**config.mk**
```make
export PLATFORM = sky130hd
export DESIGN_NAME = mksg_pick
export DESIGN_NICKNAME = d
export VERILOG_FILES = /design/src/hw/rtl/mksg_pkg.sv /design/src/hw/rtl/mksg_pick.sv
export SDC_FILE = /design/constraint.sdc
export NUM_CORES = 1
export LEC_CHECK = 0
export ABC_AREA = 1
export ABC_CLOCK_PERIOD_IN_PS = 13000
export BUFFER_PORTS_ARGS = -buffer_cell sky130_fd_sc_hd__buf_4
export CORE_ASPECT_RATIO = 1.4
export CORE_MARGIN = 2
export CORE_UTILIZATION = 45
export DETAILED_ROUTE_END_ITERATION = 8
export PLACE_DENSITY = 0.7
export SETUP_SLACK_MARGIN = 0.15
export SLEW_MARGIN = 20
export SYNTH_ARGS = -nofsm -noshare
export SYNTH_HDL_FRONTEND = slang
export SYNTH_SLANG_ARGS = --single-unit
```
**constraint.sdc**
```tcl
create_clock -name vclk -period 13
set_input_delay 1.95 -clock vclk [all_inputs]
set_output_delay 1.95 -clock vclk [all_outputs]
set_load 0.05 [all_outputs]
```
**src/hw/rtl/mksg_pkg.sv**
```systemverilog
// shared constants and codes for the markov k-mer sequence generator
package mksg_pkg;

   // fixed field widths of the channels
   localparam int ROW_FIELD_BITS    = 8;
   localparam int WEIGHT_FIELD_BITS = 16;
   localparam int DRAW_FIELD_BITS   = 32;
   localparam int CODE_BITS         = 3;
   localparam int CSR_INDEX_BITS    = 2;
   localparam int CSR_DATA_BITS     = 32;

   // action codes
   localparam logic ACT_LOAD     = 1'b0;
   localparam logic ACT_GENERATE = 1'b1;

   // base codes
   localparam logic [CODE_BITS-1:0] CODE_A = 3'd0;
   localparam logic [CODE_BITS-1:0] CODE_T = 3'd3;
   localparam logic [CODE_BITS-1:0] CODE_N = 3'd4;

   // register indexes
   localparam logic [CSR_INDEX_BITS-1:0] CSR_START_KMER   = 2'd0;
   localparam logic [CSR_INDEX_BITS-1:0] CSR_BURNIN_COUNT = 2'd1;
   localparam logic [CSR_INDEX_BITS-1:0] CSR_OUT_LENGTH   = 2'd2;

endpackage

```
**src/hw/rtl/mksg_pick.sv**
```systemverilog
// exact cumulative-weight comparison that picks the next base of a row
module mksg_pick import mksg_pkg::*; #(
   parameter int WEIGHT_BITS = 16,
   parameter int DRAW_BITS   = 32
) (
   input  logic [4*WEIGHT_BITS-1:0] row,
   input  logic [DRAW_BITS-1:0]     draw,
   output logic [CODE_BITS-1:0]     code
);

   localparam int SUM_BITS  = WEIGHT_BITS + 2;
   localparam int PROD_BITS = DRAW_BITS + SUM_BITS;

   logic [SUM_BITS-1:0]  cum [4];
   logic [PROD_BITS-1:0] prod;

   // running sums, the last one is the row total
   always_comb begin
      cum[0] = SUM_BITS'(row[0 +: WEIGHT_BITS]);
      for (int b = 1; b < 4; b++) begin
         cum[b] = cum[b-1] + SUM_BITS'(row[b*WEIGHT_BITS +: WEIGHT_BITS]);
      end
   end

   assign prod = PROD_BITS'(draw) * PROD_BITS'(cum[3]);

   always_comb begin
      code = CODE_T;
      // scan from the top so the first match wins
      for (int b = 3; b >= 0; b--) begin
         if ({cum[b], {DRAW_BITS{1'b0}}} > prod) begin
            code = CODE_BITS'(b);
         end
      end
      // all-zero row: missing context
      if (cum[3] == '0) begin
         code = CODE_N;
      end
   end

endmodule

```
After elaboration in Yosys (flattened, before gate mapping)
Index checks and enable logic that the tools add are counted.
Widths: inputs -> output; s select.
- add/sub/neg operators: 3
- multiply operators: 1
- $lt $le $gt $ge: 3
- multiplexer cells: 4
- reductions and logical operators: 1
- operators with widths (kind ; number):
    $gt 48x50->1 ; 1
    $gt 49x50->1 ; 1
    $gt 50x50->1 ; 1
    $mul 32x18->50 ; 1
    $add 17x16->18 ; 1
    $add 18x16->18 ; 1
    $logic_not 18->1 ; 1
    $add 16x16->17 ; 1
    $mux 3 ; 3
    $mux 1 ; 1
- register bits after elaboration: 0
- output and inout bits: 3

Longest topological paths before layout
- depth in word-level cells: 9
- gate-level depth with buffers: 67
- mapped depth without buffers: 67

Least setup slack after synthesis
Ideal clock, no wire load.
- path kind: input to output
- start: input port row[0]
- end: output port code[1]
- arrival time: 12433 ps
- required time: 11050 ps
- setup slack: -1383 ps
- stages: 55
- buffers on the path: 2
- path through: ha_1 -> inv_1 -> fa_1 -> o21ai_2 -> nand3_1 -> nand2_2 -> a31oi_1 -> xor2_1 -> ha_1 -> nand2_1 -> a21oi_1 -> a211oi_1 -> nand3_1 -> nand2_1 -> a21oi_1 -> xor2_1 -> inv_1 -> ha_1 -> (+19 left out) -> a21oi_1 -> nand2_1 -> a21oi_1 -> nor2_1 -> nor2_1 -> nand2_2 -> a41oi_1 -> o21ai_0 -> xnor2_1 -> ha_1 -> a21o_1 -> a21oi_1 -> nor2_1 -> a21oi_1 -> nand3_2 -> nand2_2 -> inv_2 -> nor2_1
- cells in the longest elaborated chain, start to end: 8
- elaborated cells between the ends (all ways): 10
- those cells by class: add/sub (3); mul (1); order compare (2); mux (3); reduce/logical (1)
- ends and longest elaborated chain (item ; RTL line ; RTL):
    start, declared ; mksg_pick.sv:6 ; input logic [4*WEIGHT_BITS-1:0] row,
    $add 16x16->17 ; mksg_pick.sv:21 ; cum[b] = cum[b-1] + SUM_BITS'(row[b*WEIGHT_BITS +: WEIGHT_BITS]);
    $add 17x16->18 ; mksg_pick.sv:21 ;
    $add 18x16->18 ; mksg_pick.sv:21 ;
    $mul 32x18->50 ; mksg_pick.sv:25 ; assign prod = PROD_BITS'(draw) * PROD_BITS'(cum[3]);
    $gt 49x50->1 ; mksg_pick.sv:31 ; if ({cum[b], {DRAW_BITS{1'b0}}} > prod) begin
    $mux 3 (2 in series) ; mksg_pick.sv:31 ;
    $mux 3 (*) ; mksg_pick.sv:36 ; if (cum[3] == '0) begin
    end, declared ; mksg_pick.sv:8 ; output logic [CODE_BITS-1:0] code
Every way passes the cells marked *; elsewhere a longest branch is shown, timed or not.

Final worst setup path
- start: input port row[2]
- end: output port code[1]
Same word-level chain as after synthesis.

==> impl_results.md <==
* Core Box Area at 50,800 sq um
* CLK BUF at 0
* Post-synthesis sequential area ratio at 0%
* Count of filler cells inserted in the layout at 4,669
* DRT iter0 DRCs at 1,211
* Max-slew violations at 0
* Die footprint at 53,000 sq um
* F_max at 0.0698 GHz
* IO Port Bufs at 99
* Most frequent cells in the layout: 806 x inv_1, 789 x nand2_1, 529 x buf_4
* # rows at 98
* GP Congestion at 1.01
* CP top delay family: adder cells
* Area of the multi-input gates at 20,800 sq um
* Top cell type's share of synthesized area at 42.0%
* Period utilisation layout at 110%
* Yosys warns at 0
* Post-layout nets at 4,456
* Drt drc at 0
* Failing checks: negative setup slack
* Initial antenna violation count at 0
* Largest area contributor in the netlist: fa_1
* Hold/Removal Path Class: in2out
* Final ANT Viol Nets at 0
* Die height at 272 um
* Mapped Nets at 3,981
* Final setup violation count at 2
* WL/cell at 17.3 um
* Tot GR Track Use at 28.2%
* Fin crit period at 14,330 ps
* Vias per inst at 5.11
* Syn Inst Count at 3,190
* Post-synth cell types at 54
* Crit. End Element: output pin
* CP max stage delay at 560 ps
* Grt ovf at 0
* Die Wd at 195 um
* Largest net degree at the start of global routing at 27
* Most used cell, CP: nand2_2
* Synth area leaders: fa_1 42%, inv_1 14%, nand2_1 14%, ha_1 12%, nor2_1 4.6%
* Placed Cells at 4,272
* Leading cell type in the layout, fill and taps excluded: inv_1
* Worst-Margin Slew at 1150 ps
* WP buf/inv at 14
* Critical-path maximum fanout at 5
* Final WL at 74,500 um
* Final Util at 58.0%
* Sequential cell area at 0 sq um
* Hpwl dp at 63,100 um
* Vias at 22.1k
* RSZ-0062 raised after global routing: true
* Worst Path Required at 11,050 ps
* Worst Path Arrival at 12,380 ps
* Flip-flop and latch count at 0
* Fin. Hold Viols at 0
* CP startpoint kind: primary input
* CP Class: in2out
* Starting Density at 45.3%
* CP max stage cell: fa_1
* First-pass GRT wire length at 117,000 um
* Fraction of layout instances using a drive strength above 1 at 24.6%
* Drt first pass iters at 5
* Max Cap Violations at 0
* Max transition margin at 23.6%
* Synth Cell Area at 23,000 sq um
* Layout Cells excl Fill at 4,313
* Final WS setup at -1330 ps
* Post-Syn Area per Cell at 7.21 sq um
* Ports at 99
* Inserted Diodes at 0
* Area grow syn2layout at 28.1%
* Status: finished, violations left
* Vias in the first global route at 23.4k
## cell families (layout without fill, tap and decap cells)
family          count (synthesis)  count (layout)  share of synthesized area (%)
compound gates                176             176                           4.61
xor+xnor                       57              57                           2.27
fa+ha+maj                     695             695                           53.6
buf+inv                       941            1414                           15.5
simple gates                 1321            1321                           24.1
## worst paths after layout
kind	startpoint	end	slack (ps)	depth (start not counted)
max	row[2]	code[1]	-1330	61
min	row[15]	code[1]	4790	10
## layer usage
| metal | track usage, % | wire [um] | vias to the layer above |
|---|---|---|---|
| met5 | 0 | 0 | - |
| met4 | 17.5 | 5620 | 0 |
| met3 | 1.94 | 3210 | 292 |
| met2 | 54.0 | 39900 | 721 |
| met1 | 30.0 | 25800 | 10900 |
| li1 | - | - | 10200 |
## stage by stage
| stage | worst slack [ps] | hold WS (ps) | instance area (sq um) | TNS, ps |
|---|---|---|---|---|
| 5_1_grt | -1770 | 4830 | 29500 | -3440 |
| 6_report | -1330 | 4790 | 29500 | -2650 |
| 3_5_place_dp | -1660 | 4830 | 28000 | -3290 |
| 3_3_place_gp | -1500 | 4830 | 28000 | -2980 |
| 4_1_cts | -1280 | 4790 | 28500 | -2550 |
| 2_1_floorplan | -462 | 4400 | 23400 | -879 |
## cells in the mapped netlist, types with 20 or more instances
master    instances
a21oi_1          86
nand2_1         831
nand3_1          75
fa_1            483
clkbuf_1         75
nor2_1          280
xor2_1           36
ha_1            212
o21ai_0          23
nand2_2          26
inv_1           831
nor3_1           20
## layout make-up
class	count	area share, %
tap	650	2.76
inverter	846	10.9
multi-input combinational	2249	70.6
timing repair buffer	568	15.7
## what timing repair did
item / in CTS / in global routing
pin swaps: 64 / 122
hold buffers: 0 / 0
gates resized for setup: 80 / 150
setup buffers: 17 / 23
endpoints found under the setup margin: 2 / 2
cloned: 1 / 0
Power is left out: the tool's default activity adds up to more than one toggle a clock period on the data nets, which glitch-free logic cannot reach.
